<file path="src/design/sfp_pkg.sv">
`timescale 1ns / 1ps
// ----------------------------------------------------------------------------
// sfp_pkg
// Shared types, codes and the crc-8 byte update for the status frame parser.
// ----------------------------------------------------------------------------
package sfp_pkg;

  localparam logic [7:0] CRC_POLY = 8'h8C;
  localparam logic [7:0] HDR0     = 8'h55;
  localparam logic [7:0] HDR1     = 8'hAA;
  localparam logic [7:0] TAIL_CR  = 8'h0D;
  localparam logic [7:0] TAIL_LF  = 8'h0A;
  localparam logic [15:0] CMD_RESET = 16'hA55A;

  localparam int OUT_W = 112;

  localparam logic [2:0] ST_OK      = 3'd0;
  localparam logic [2:0] ST_HDR_ERR = 3'd1;
  localparam logic [2:0] ST_CMD_ERR = 3'd2;
  localparam logic [2:0] ST_TAIL_ERR = 3'd3;
  localparam logic [2:0] ST_CRC_ERR = 3'd4;

  typedef enum logic {
    MODE_FRAME = 1'b0,
    MODE_SKIP  = 1'b1
  } mode_e;

  typedef struct packed {
    logic [7:0]  payload_length;
    logic [31:0] angle_word;
    logic [31:0] right_word;
    logic [31:0] left_word;
    logic [2:0]  frame_status;
  } result_t;

  function automatic logic [7:0] crc8_update(input logic [7:0] crc, input logic [7:0] b);
    logic [7:0] c;
    c = crc ^ b;
    for (int k = 0; k < 8; k++) begin
      c = c[0] ? ((c >> 1) ^ CRC_POLY) : (c >> 1);
    end
    return c;
  endfunction

endpackage

</file>
<file path="src/design/sfp_parser.sv">
`timescale 1ns / 1ps
// ----------------------------------------------------------------------------
// sfp_parser
// Frame state, crc accumulation, payload capture and status decision per byte.
// ----------------------------------------------------------------------------
module sfp_parser #(
  parameter int MaxFrameBytes = 256
) (
  input  logic            clk_i,
  input  logic            rst_ni,
  input  logic            accept_i,
  input  logic [7:0]      byte_i,
  input  logic [15:0]     expected_cmd_i,
  output logic            res_valid_o,
  output sfp_pkg::result_t res_o
);

  localparam int POS_W = $clog2(MaxFrameBytes);
  localparam logic [9:0] MAX_LEN = 10'(MaxFrameBytes - 8);

  sfp_pkg::mode_e mode_q, mode_d;
  logic [POS_W-1:0] pos_q, pos_d;
  logic last_cr_q, last_cr_d;
  logic [7:0] crc_q, crc_d;
  logic [15:0] cmd_q, cmd_d;
  logic [7:0] len_q, len_d;
  logic [31:0] left_q, left_d, right_q, right_d, angle_q, angle_d;
  logic [7:0] rx_crc_q, rx_crc_d;
  logic tail_bad_q, tail_bad_d;

  logic [9:0] p10;
  logic [9:0] l10;
  logic [3:0] off;
  logic tail_now;
  logic [2:0] status;

  always_ff @(posedge clk_i or negedge rst_ni) begin
    if (!rst_ni) begin
      mode_q    <= sfp_pkg::MODE_FRAME;
      pos_q     <= '0;
      last_cr_q <= 1'b0;
    end else begin
      mode_q    <= mode_d;
      pos_q     <= pos_d;
      last_cr_q <= last_cr_d;
    end
  end

  always_ff @(posedge clk_i) begin
    crc_q      <= crc_d;
    cmd_q      <= cmd_d;
    len_q      <= len_d;
    left_q     <= left_d;
    right_q    <= right_d;
    angle_q    <= angle_d;
    rx_crc_q   <= rx_crc_d;
    tail_bad_q <= tail_bad_d;
  end

  always_comb begin
    mode_d      = mode_q;
    pos_d       = pos_q;
    last_cr_d   = last_cr_q;
    crc_d       = crc_q;
    cmd_d       = cmd_q;
    len_d       = len_q;
    left_d      = left_q;
    right_d     = right_q;
    angle_d     = angle_q;
    rx_crc_d    = rx_crc_q;
    tail_bad_d  = tail_bad_q;
    res_valid_o = 1'b0;
    res_o       = '0;
    p10         = {{(10-POS_W){1'b0}}, pos_q};
    l10         = {2'b00, len_q};
    off         = 4'(p10 - 10'd5);
    tail_now    = 1'b0;
    status      = sfp_pkg::ST_OK;

    if (accept_i) begin
      case (mode_q)
        sfp_pkg::MODE_SKIP: begin
          if (last_cr_q && byte_i == sfp_pkg::TAIL_LF) begin
            mode_d    = sfp_pkg::MODE_FRAME;
            pos_d     = '0;
            last_cr_d = 1'b0;
          end else begin
            last_cr_d = (byte_i == sfp_pkg::TAIL_CR);
          end
        end
        default: begin
          if (p10 == 10'd0) begin
            crc_d      = '0;
            cmd_d      = '0;
            len_d      = '0;
            left_d     = '0;
            right_d    = '0;
            angle_d    = '0;
            rx_crc_d   = '0;
            tail_bad_d = 1'b0;
            if (byte_i != sfp_pkg::HDR0) begin
              res_valid_o        = 1'b1;
              res_o.frame_status = sfp_pkg::ST_HDR_ERR;
              mode_d             = sfp_pkg::MODE_SKIP;
              pos_d              = '0;
              last_cr_d          = (byte_i == sfp_pkg::TAIL_CR);
            end else begin
              crc_d = sfp_pkg::crc8_update(8'h00, byte_i);
              pos_d = POS_W'(1);
            end
          end else if (p10 == 10'd1) begin
            if (byte_i != sfp_pkg::HDR1) begin
              res_valid_o        = 1'b1;
              res_o.frame_status = sfp_pkg::ST_HDR_ERR;
              mode_d             = sfp_pkg::MODE_SKIP;
              pos_d              = '0;
              last_cr_d          = (byte_i == sfp_pkg::TAIL_CR);
            end else begin
              crc_d = sfp_pkg::crc8_update(crc_q, byte_i);
              pos_d = POS_W'(2);
            end
          end else if (p10 == 10'd2 || p10 == 10'd3) begin
            if (p10 == 10'd2) begin
              cmd_d[7:0] = byte_i;
            end else begin
              cmd_d[15:8] = byte_i;
            end
            crc_d = sfp_pkg::crc8_update(crc_q, byte_i);
            pos_d = pos_q + POS_W'(1);
          end else if (p10 == 10'd4) begin
            len_d = byte_i;
            crc_d = sfp_pkg::crc8_update(crc_q, byte_i);
            if ({2'b00, byte_i} > MAX_LEN) begin
              res_valid_o          = 1'b1;
              res_o.frame_status   = (cmd_q != expected_cmd_i) ? sfp_pkg::ST_CMD_ERR
                                                               : sfp_pkg::ST_TAIL_ERR;
              res_o.payload_length = byte_i;
              mode_d               = sfp_pkg::MODE_SKIP;
              pos_d                = '0;
              last_cr_d            = (byte_i == sfp_pkg::TAIL_CR);
            end else begin
              pos_d = POS_W'(5);
            end
          end else begin
            // payload capture window, positions five to sixteen
            if (p10 <= 10'd16) begin
              case (off[3:2])
                2'd0:    left_d[off[1:0]*8 +: 8] = byte_i;
                2'd1:    right_d[off[1:0]*8 +: 8] = byte_i;
                default: angle_d[off[1:0]*8 +: 8] = byte_i;
              endcase
            end
            if (p10 < l10 + 10'd5) begin
              crc_d = sfp_pkg::crc8_update(crc_q, byte_i);
              pos_d = pos_q + POS_W'(1);
            end else if (p10 == l10 + 10'd5) begin
              rx_crc_d = byte_i;
              pos_d    = pos_q + POS_W'(1);
            end else if (p10 == l10 + 10'd6) begin
              if (byte_i != sfp_pkg::TAIL_CR) begin
                tail_bad_d = 1'b1;
              end
              pos_d = pos_q + POS_W'(1);
            end else begin
              tail_now = tail_bad_q | (byte_i != sfp_pkg::TAIL_LF);
              tail_bad_d = tail_now;
              if (cmd_q != expected_cmd_i) begin
                status = sfp_pkg::ST_CMD_ERR;
              end else if (tail_now) begin
                status = sfp_pkg::ST_TAIL_ERR;
              end else if (crc_q != rx_crc_q) begin
                status = sfp_pkg::ST_CRC_ERR;
              end else begin
                status = sfp_pkg::ST_OK;
              end
              res_valid_o          = 1'b1;
              res_o.frame_status   = status;
              res_o.payload_length = len_q;
              if (status == sfp_pkg::ST_OK) begin
                res_o.left_word  = left_d;
                res_o.right_word = right_d;
                res_o.angle_word = angle_d;
              end
              pos_d = '0;
            end
          end
        end
      endcase
    end
  end

endmodule

</file>
<file path="src/design/sfp_out_reg.sv">
`timescale 1ns / 1ps
// ----------------------------------------------------------------------------
// sfp_out_reg
// Result register between the parser and the output stream.
// ----------------------------------------------------------------------------
module sfp_out_reg (
  input  logic             clk_i,
  input  logic             rst_ni,
  input  logic             load_valid_i,
  input  sfp_pkg::result_t load_data_i,
  output logic             free_o,
  output logic             out_valid_o,
  input  logic             out_ready_i,
  output sfp_pkg::result_t out_data_o
);

  logic             valid_q;
  sfp_pkg::result_t data_q;

  assign free_o      = !valid_q || out_ready_i;
  assign out_valid_o = valid_q;
  assign out_data_o  = data_q;

  always_ff @(posedge clk_i or negedge rst_ni) begin
    if (!rst_ni) begin
      valid_q <= 1'b0;
    end else if (free_o) begin
      valid_q <= load_valid_i;
    end
  end

  always_ff @(posedge clk_i) begin
    if (free_o && load_valid_i) begin
      data_q <= load_data_i;
    end
  end

endmodule

</file>
<file path="src/design/status_frame_parser_crc8_core.sv">
`timescale 1ns / 1ps
// ----------------------------------------------------------------------------
// status_frame_parser_crc8_core
// Parses 55 AA framed status messages with crc-8 check from a byte stream.
// ----------------------------------------------------------------------------
// usage
//   slave stream: one received byte per item in s_axis_tdata
//   master stream: one status item per finished or rejected frame
//   cfg_we_i / cfg_wdata_i: expected command word, write only while idle
// throughput: one byte per cycle while the result register is free; the crc
//   update, position compare and capture for a byte sit between the parser state and the result register
// result: registered, it shows on the master side in the cycle after the byte
//   that ends the frame (final LF, bad header byte or oversized length)
// reset: parser waits for a frame start, command register holds 0xA55A,
//   no result pending
// stall: while a result waits and the receiver holds tready low, the
//   slave tready is low too; the waiting result is held unchanged
// frames longer than MAX_FRAME_BYTES are rejected as the length byte arrives
// ----------------------------------------------------------------------------
module status_frame_parser_crc8_core #(
  parameter int MAX_FRAME_BYTES = 256
) (
  input  logic        clk_i,
  input  logic        rst_ni,
  input  logic        cfg_we_i,
  input  logic [15:0] cfg_wdata_i,
  input  logic        s_axis_tvalid,
  output logic        s_axis_tready,
  // rx_byte[7:0]
  input  logic [7:0]  s_axis_tdata,
  output logic        m_axis_tvalid,
  input  logic        m_axis_tready,
  // frame_status[2:0], left_word[34:3], right_word[66:35],
  // angle_word[98:67], payload_length[106:99], zero fill
  output logic [sfp_pkg::OUT_W-1:0] m_axis_tdata
);

  logic [15:0]      exp_cmd_q;
  logic             accept;
  logic             res_valid;
  sfp_pkg::result_t res;
  sfp_pkg::result_t out_res;

  always_ff @(posedge clk_i or negedge rst_ni) begin
    if (!rst_ni) begin
      exp_cmd_q <= sfp_pkg::CMD_RESET;
    end else if (cfg_we_i) begin
      exp_cmd_q <= cfg_wdata_i;
    end
  end

  assign accept = s_axis_tvalid && s_axis_tready;

  sfp_parser #(
    .MaxFrameBytes(MAX_FRAME_BYTES)
  ) u_parser (
    .clk_i         (clk_i),
    .rst_ni        (rst_ni),
    .accept_i      (accept),
    .byte_i        (s_axis_tdata),
    .expected_cmd_i(exp_cmd_q),
    .res_valid_o   (res_valid),
    .res_o         (res)
  );

  sfp_out_reg u_out (
    .clk_i       (clk_i),
    .rst_ni      (rst_ni),
    .load_valid_i(res_valid),
    .load_data_i (res),
    .free_o      (s_axis_tready),
    .out_valid_o (m_axis_tvalid),
    .out_ready_i (m_axis_tready),
    .out_data_o  (out_res)
  );

  assign m_axis_tdata = {{(sfp_pkg::OUT_W - $bits(sfp_pkg::result_t)){1'b0}}, out_res};

`ifndef ASSERT_OFF
  a_status_range: assert property (@(posedge clk_i) disable iff (!rst_ni)
    m_axis_tvalid |-> out_res.frame_status <= sfp_pkg::ST_CRC_ERR)
    else $error("status code out of range");

  a_err_no_words: assert property (@(posedge clk_i) disable iff (!rst_ni)
    m_axis_tvalid && out_res.frame_status != sfp_pkg::ST_OK |->
      out_res.left_word == '0 && out_res.right_word == '0 && out_res.angle_word == '0)
    else $error("payload words on failed frame");

  a_hdr_no_len: assert property (@(posedge clk_i) disable iff (!rst_ni)
    m_axis_tvalid && out_res.frame_status == sfp_pkg::ST_HDR_ERR |->
      out_res.payload_length == '0)
    else $error("length reported on header error");

  a_stall_blocks_input: assert property (@(posedge clk_i) disable iff (!rst_ni)
    m_axis_tvalid && !m_axis_tready |-> !s_axis_tready)
    else $error("input taken while result stalled");
`endif

endmodule

</file>
<file path="config.mk">
export PLATFORM = sky130hd
export DESIGN_NAME = status_frame_parser_crc8_core
export DESIGN_NICKNAME = d
export VERILOG_FILES = /design/src/design/sfp_pkg.sv /design/src/design/sfp_parser.sv /design/src/design/sfp_out_reg.sv /design/src/design/status_frame_parser_crc8_core.sv
export SDC_FILE = /design/constraint.sdc
export NUM_CORES = 1
export LEC_CHECK = 0
export BUFFER_PORTS_ARGS = -buffer_cell sky130_fd_sc_hd__buf_2
export CORE_MARGIN = 10
export CORE_UTILIZATION = 45
export DETAILED_ROUTE_END_ITERATION = 8
export GPL_TIMING_DRIVEN = 0
export PLACE_DENSITY = 0.67
export SLEW_MARGIN = 20
export SYNTH_ARGS = -nofsm -noshare
export SYNTH_HDL_FRONTEND = slang
export SYNTH_SLANG_ARGS = --single-unit
</file>
<file path="constraint.sdc">
create_clock -name clk_i -period 10.02 [get_ports clk_i]
set_input_delay 1.503 -clock clk_i [delete_from_list [all_inputs] [get_ports clk_i]]
set_output_delay 1.503 -clock clk_i [all_outputs]
set_load 0.005 [all_outputs]
</file>
==> key figures, run 1 <==
Clock tree
  • Max clock buf depth: 3
  • Hold-fix buffers at CTS: 0
  • Post-CTS setup buffers: 0
  • Post-CTS Resized: 0
  • H-tree Lvls: 1
  • Root Buffer: clkbuf_16
  • CTS tree: done
  • Clock-pin transition on the worst setup and hold timing paths: 60 ps
  • Cts bufs inserted: 28
  • Clock latency on the worst-skew pair: 540 ps
  • CTS Sinks: 271

Yosys
  • XOR/XNOR Fraction of Synth Area: 0.0411
  • Cell area after synthesis: 12400 sq um
  • Sequential fraction of the synthesis area: 0.648
  • Post-synth EDFFs: 244
  • Post-synthesis register bit count: 271
  • Synth warn: 0
  • Predominant post-synthesis flop cell: edfxtp_1
  • Largest family of logic cells by synthesized area: simple AND/OR/NAND/NOR gates
  • Synth Area in Compound Gates: 0.0741
  • Cells after Synth: 967
  • Post-synthesis simple-gate area fraction: 0.134
  • Post-synth ARST share: 0.0996
  • Post-synthesis mux area share: 0.0552
  • Adder-Cell Fraction of Synth Area: 0.0182
  • Post-synth cell types: 65
  • Syn_area_per_cell: 12.8 sq um

Layout
  • Nets: 1193
  • Layout cells sized above 1: 0.223
  • Ant. Diodes: 0
  • Area delta synth->final: 17.8%
  • Finished Layout Cells: 1509

STA
  • Clock Skew: 17.1 ps
  • Hold slack: 539 ps
  • Minimum clock period after layout: 4430 ps
  • Crit share post-route: 0.443
  • Worst-Margin Slew: 988 ps
  • Maximum clock frequency: 0.226 GHz
  • Final hold vios: 0
  • Final slew viol count: 0
  • Final setup violation count: 0
  • Worst rel slew slack: 0.333
  • RSZ-0062 raised after global routing: no

Place
  • Post-DP HPWL: 21800 um
  • Inst Count DP: 1457
  • PortBufs: 136
  • GPL Wtd Cong: 0.937

Floorplan
  • Die width: 186 um
  • Die area: 34500 sq um
  • Core area: 27000 sq um
  • Starting density of the core: 0.459
  • Die height: 186 um
  • I/O pins: 143
  • # rows: 60

Power
  • Final Power: 2.49 mW
  • VDD IR max: 0.115 mV
  • Power Density: 171 nW/um^2
  • Lkg Pwr: 5.38 nW

Route
  • Antenna Violating Nets Remaining: 0
  • Drt total wl: 30800 um
  • Via count: 8261
  • DR DRC count: 0
  • Total iterations of the first detailed-routing run: 6
  • Wirelength per Cell: 20.4 um
  • DR iter-0 viols: 863
  • Post-DR vias/cell: 5.47

Worst setup path
  • Nature of the critical path endpoint: flip-flop
  • CP max stage cell: o31ai_4
  • Critical Path Start Type: flip-flop
  • CP most frequent cell: ha_1
  • Type of the worst setup path: flip-flop to flip-flop
  • RR Startpoint: u_parser.len_q[1]
  • Worst path buffer plus inverter count: 2
  • Setup crit start: u_parser.len_q[1]
  • Crit path max fanout: 16
  • Worst-path cell chain: ha_1, o21ai_0, xnor2_1, ha_1, nand4_1, o221ai_1, o211ai_1, nor2b_1, nand3_1, o31ai_4, buf_6, buf_8
  • Worst Path Required: 10260 ps
  • R2r setup slk: 5590 ps
  • Slowest stage delay, CP: 710 ps
  • Critical path's top delay family: compound AO/OA/AOI/OAI gates
  • CP arrival: 4670 ps

Flow run
  • Max-Cap Viols: 0

Global routing
  • Antenna violations before repair: 0
  • Largest net degree at the start of global routing: 58
  • First-pass GRT wire length: 47900 um
  • Gr usage total: 0.178
  • Vias in the first global route: 8373
  • Gr ovfl total: 0

Outcome
  • Outcome: complete, no violations

Hold path
  • Worst hold path class: flip-flop to flip-flop
  • Hold Path Origin: exp_cmd_q[12]
-- metrics by stage --
step | cell area [sq um] | setup slack, ps | util | setup TNS [ps]
after CTS | 14600 | 5630 | 0.540 | 0
after global routing | 14600 | 5270 | 0.540 | 0
after floorplan | 12400 | 2430 | - | 0
after global placement | 13500 | -56.6 | 0.500 | -5320
final | 14600 | 5590 | 0.540 | 0
after detailed placement | 13600 | 5440 | 0.506 | 0
-- worst register-to-register path, stage by stage, from the launching register on --
cell	delay, ps
edfxtp_1	500
ha_1	250
o21ai_0	320
xnor2_1	140
ha_1	330
nand4_1	130
o221ai_1	240
o211ai_1	200
nor2b_1	450
nand3_1	370
o31ai_4	710
buf_6	290
buf_8	210
-- layer usage --
metal,up-vias,GRT usage,routed length (um)
met2,309,0.299,15100
li1,3879,-,-
met4,0,0.0381,545
met5,-,0,0
met1,4028,0.233,13000
met3,45,0.0363,2200
-- power breakdown --
| group | switching, mW | internal, mW | total (mW) |
|---|---|---|---|
| sequential | 0.00874 | 1.25 | 1.25 |
| clock | 0.437 | 0.604 | 1.04 |
| combinational | 0.130 | 0.0658 | 0.196 |
| total | 0.576 | 1.92 | 2.49 |
-- cells in the mapped netlist, drive strengths merged (4+ instances only) --
cell      n  area share
clkbuf   29      0.0088
nor2    224       0.071
dfstp     8       0.017
buf      27       0.015
nand4     8      0.0040
o211ai    4      0.0024
a21oi    20      0.0081
and3      5      0.0025
nor4      9      0.0046
dfrtp    19       0.038
a21o      7      0.0043
mux2     17       0.015
a211oi    4      0.0024
o21ai    16      0.0065
o21a      4      0.0024
ha       18       0.018
mux2i    49       0.040
nand2    19      0.0058
and2     24       0.012
nand3    15      0.0071
xnor2    32       0.023
nor3     15      0.0070
edfxtp  244        0.59
inv      15      0.0046
nor2b     7      0.0035
nand2b    6      0.0030
xor2     26       0.018
o31ai     4      0.0024
a22oi    48       0.029
-- state kept, by name, summed over array words and instances, names as in the netlist --
name                 flops
u_out.out_data_o       107
u_parser.angle_q        32
u_parser.left_q         32
u_parser.right_q        32
exp_cmd_q               16
u_parser.cmd_q          16
u_parser.crc_q           8
u_parser.len_q           8
u_parser.pos_q           8
u_parser.rx_crc_q        8
u_out.out_valid_o        1
u_parser.last_cr_q       1
u_parser.mode_q          1
u_parser.tail_bad_q      1
-- layout by cell type, fill, tap and decap left out, types with 10 or more instances in the layout --
| master | n |
|---|---|
| dfrtp_1 | 19 |
| nand3_1 | 14 |
| o21ai_0 | 16 |
| mux2i_1 | 49 |
| inv_1 | 14 |
| edfxtp_1 | 244 |
| a21oi_1 | 20 |
| buf_6 | 10 |
| buf_2 | 150 |
| and2_1 | 24 |
| clkbuf_1 | 30 |
| xor2_1 | 26 |
| ha_1 | 18 |
| nor2_1 | 217 |
| nor3_1 | 14 |
| a22oi_1 | 48 |
| clkbuf_16 | 29 |
| mux2_2 | 17 |
| xnor2_1 | 32 |
| nand2_1 | 19 |
| clkinv_2 | 11 |
-- area by class of cell --
| type | count | area [sq um] |
|---|---|---|
| fill | 2279 | 12400 |
| sequential | 271 | 8010 |
| multi-input combinational | 629 | 4030 |
| timing repair buffer | 145 | 803 |
| clock buffer | 30 | 729 |
| tap | 341 | 427 |
| buffer | 56 | 294 |
| clock inverter | 22 | 196 |
| inverter | 15 | 61.3 |
-- cell families (layout without fill, tap and decap cells) --
kind of cell    after synthesis  count (layout)
compound gates              129             129
xor+xnor                     58              58
fa+ha+maj                    18              18
buf+inv                      71             268
flops                       271             271
mux                          66              66
other cells                   1               5
simple gates                353             353
-- path summary, 6_finish.rpt --
kind / to / cells past startpoint
max in group asynchronous: u_parser.pos_q[5] / 1
min in group asynchronous: exp_cmd_q[11] / 1
min reg2reg: exp_cmd_q[12] / 1
min: exp_cmd_q[12] / 1
max: u_out.out_data_o[55] / 12
max reg2reg: u_out.out_data_o[55] / 12
Note: power is estimated with default switching activity, not from simulation.
==> run 2, diff against run 1 <==
==> constraint.sdc (replaced) <==
create_clock -name clk_i -period 3.7 [get_ports clk_i]
set_input_delay 0.555 -clock clk_i [delete_from_list [all_inputs] [get_ports clk_i]]
set_output_delay 0.555 -clock clk_i [all_outputs]
set_load 0.005 [all_outputs]
==> run 2 against run 1 <==
- flip-flop and latch count is the same
- clock-buffer cell count grew 8
- cell count grew 1.3%
- sequential power grew to 2.7 times the previous value
- power grew to 2.8 times the previous value
- setup slack lost 5400 ps
- die area is the same
- largest power group unchanged
- highest routed layer unchanged
==> key figures, run 2 (synthesis results as in run 1) <==
Outcome
  • Outcome: complete, no violations

Place
  • Inst Count DP: 1460 (+0.21%)
  • GPL Wtd Cong: 0.936 (about the same)
  • Setup WS pre-CTS: -431 ps (-5870 ps)
  • Post-DP HPWL: 21600 um (-0.82%)
  • PortBufs: 136 (unchanged)

Layout
  • Nets: 1213 (+1.7%)
  • Area of the multi-input gates: 4120 sq um (+2.2%)
  • Commonest cells after routing, fill and taps aside: edfxtp_1 (244), nor2_1 (210), buf_2 (148), mux2i_1 (49), a22oi_1 (47)
  • Sequential cell area: 8010 sq um (unchanged)
  • Max reg flops: 107 (unchanged)
  • Layout cells sized above 1: 0.249 (+0.0266)
  • Ant. Diodes: 0 (unchanged)
  • Area delta synth->final: 20.5%
  • Final core occ: 0.553 (+0.0127)
  • Finished Layout Cells: 1529 (+1.3%)
  • Fillers: 2306 (+1.2%)
  • Commonest non-fill, non-tap cell in the layout: edfxtp_1

Global routing
  • Antenna violations before repair: 0 (unchanged)
  • Gr usage total: 0.178 (+0.000342)
  • Gr ovfl total: 0 (unchanged)
  • First-pass GRT wire length: 48000 um (+0.14%)
  • Vias in the first global route: 8339 (-0.41%)
  • Largest net degree at the start of global routing: 36 (-38%)

STA
  • Final slew viol count: 0 (unchanged)
  • Clock Skew: 12.6 ps (-4.51 ps)
  • Worst rel slew slack: 0.252 (-0.0804)
  • Final hold vios: 0 (unchanged)
  • Crit share post-route: 0.961 (+0.519)
  • Worst-Margin Slew: 1110 ps (+119 ps)
  • Minimum clock period after layout: 3560 ps (-878 ps)
  • TNS Setup: 0 ps (unchanged)
  • Maximum clock frequency: 0.281 GHz (+25%)
  • Final setup violation count: 0 (unchanged)
  • Final WS setup: 144 ps (-5440 ps)

Hold path
  • Worst hold path class: input pin to async pin

Worst setup path
  • Worst Path Required: 4080 ps (-6180 ps)
  • Crit path max fanout: 10 (-6)
  • RR Startpoint: u_parser.len_q[1]
  • CP arrival: 3940 ps (-730 ps)
  • Nature of the critical path endpoint: flip-flop
  • FF-to-FF path depth: 15 (+3)
  • Critical Path Start Type: flip-flop
  • R2r setup slk: 140 ps (-5440 ps)
  • Type of the worst setup path: flip-flop to flip-flop
  • Worst R2R End: u_out.out_data_o[3]

Route
  • DR iter-0 viols: 822 (-4.8%)
  • Via count: 8397 (+1.6%)
  • Drt total wl: 30800 um (-0.12%)
  • Post-DR vias/cell: 5.49 (+0.32%)
  • Wirelength per Cell: 20.1 um (-1.4%)
  • Antenna Violating Nets Remaining: 0 (unchanged)
  • Total iterations of the first detailed-routing run: 6 (unchanged)
  • DR DRC count: 0 (unchanged)

Clock tree
  • Max clock buf depth: 3 (unchanged)
  • Cts bufs inserted: 29 (+3.6%)
  • H-tree Lvls: 1 (unchanged)
  • Clock-pin transition on the worst setup and hold timing paths: 60 ps (about the same)
  • Clock latency on the worst-skew pair: 550 ps (about the same)
  • CTS tree: done
  • CTS Sinks: 271 (unchanged)
  • Hold-fix buffers at CTS: 0 (unchanged)
  • Root Buffer: clkbuf_16

Floorplan
  • Die width: 186 um (unchanged)
  • I/O pins: 143 (unchanged)
  • Core area: 27000 sq um (unchanged)
  • Die area: 34500 sq um (unchanged)
  • Starting density of the core: 0.459 (unchanged)
  • # rows: 60 (unchanged)
  • Die height: 186 um (unchanged)

Flow run
  • Max-Cap Viols: 0 (unchanged)

Power
  • Final Power: 6.97 mW (+180%)
  • Lkg Pwr: 5.51 nW (+2.4%)
  • Power Density: 468 nW/um^2 (+170%)
  • VDD IR max: 0.293 mV (+150%)
run 2: changes by cell type in the layout (fill, tap and decap cells not counted), moves of 3 or more:
cell	before	now
nor2_2	3	6
nand3_1	14	11
clkbuf_2	0	3
buf_4	6	24
nor2_1	217	210
nor2_4	4	8
clkbuf_1	30	33
clkinv_2	11	2
run 2: metrics by stage:
step	cell area, sq um	hold WS, ps
floorplan	12400	259
detailed placement	13700	521
global placement	13500	517
global route	14900	69.8
finish	14900	39.0
CTS	14800	50.9
run 2: worst max-delay path, cell delays in order, from the launching register on:
cell and delay (ps):
edfxtp_1 460, ha_1 250, o21ai_2 190, xnor2_1 110
ha_1 330, nand4_1 140, o221ai_1 250, o211ai_1 190
nor2b_2 220, buf_4 170, and4_1 200, buf_6 160
nand3_4 170, buf_6 210, buf_6 150, nor2_1 180
run 2: worst max-delay path by stage:
stage	from	to	slack [ps]	cells past startpoint
floorplan	u_parser.len_q[2]	u_out.out_data_o[0]	-1630	13
global placement	u_parser.len_q[1]	u_out.out_data_o[56]	-3190	10
detailed placement	u_parser.pos_q[0]	u_out.out_data_o[88]	-430	13
CTS	u_parser.len_q[2]	u_out.out_data_o[24]	2	17
global route	u_parser.pos_q[0]	u_out.out_data_o[46]	-3	12
finish	u_parser.len_q[1]	u_out.out_data_o[3]	140	15
run 2: area by class of cell:
cell class | instances | share of cell area
buffer | 56 | 0.0208
clock buffer | 38 | 0.0523
clock inverter | 15 | 0.0144
inverter | 15 | 0.00403
multi-input combinational | 629 | 0.277
sequential | 271 | 0.538
tap | 341 | 0.0286
timing repair buffer | 164 | 0.0652
run 2: repair_timing:
action	4_1_cts	5_1_grt
gates resized for setup	6	18
cloned	0	0
setup buffers	10	8
pin swaps	2	5
endpoints found under the setup margin	240	171
run 2: report_power, final:
part / internal [mW] / switching, mW / leakage, nW
logic: 0.199 / 0.360 / 2.50
registers: 3.37 / 0.0238 / 2.54
clock network: 1.83 / 1.18 / 0.471
run 2: metal layers:
layer  GRT usage  share of wire  vias up
met4      0.0529          0.028        0
li1            -              -     3918
met5           0              0        -
met2       0.296           0.49      298
met1       0.232           0.42     4128
met3      0.0343          0.061       53
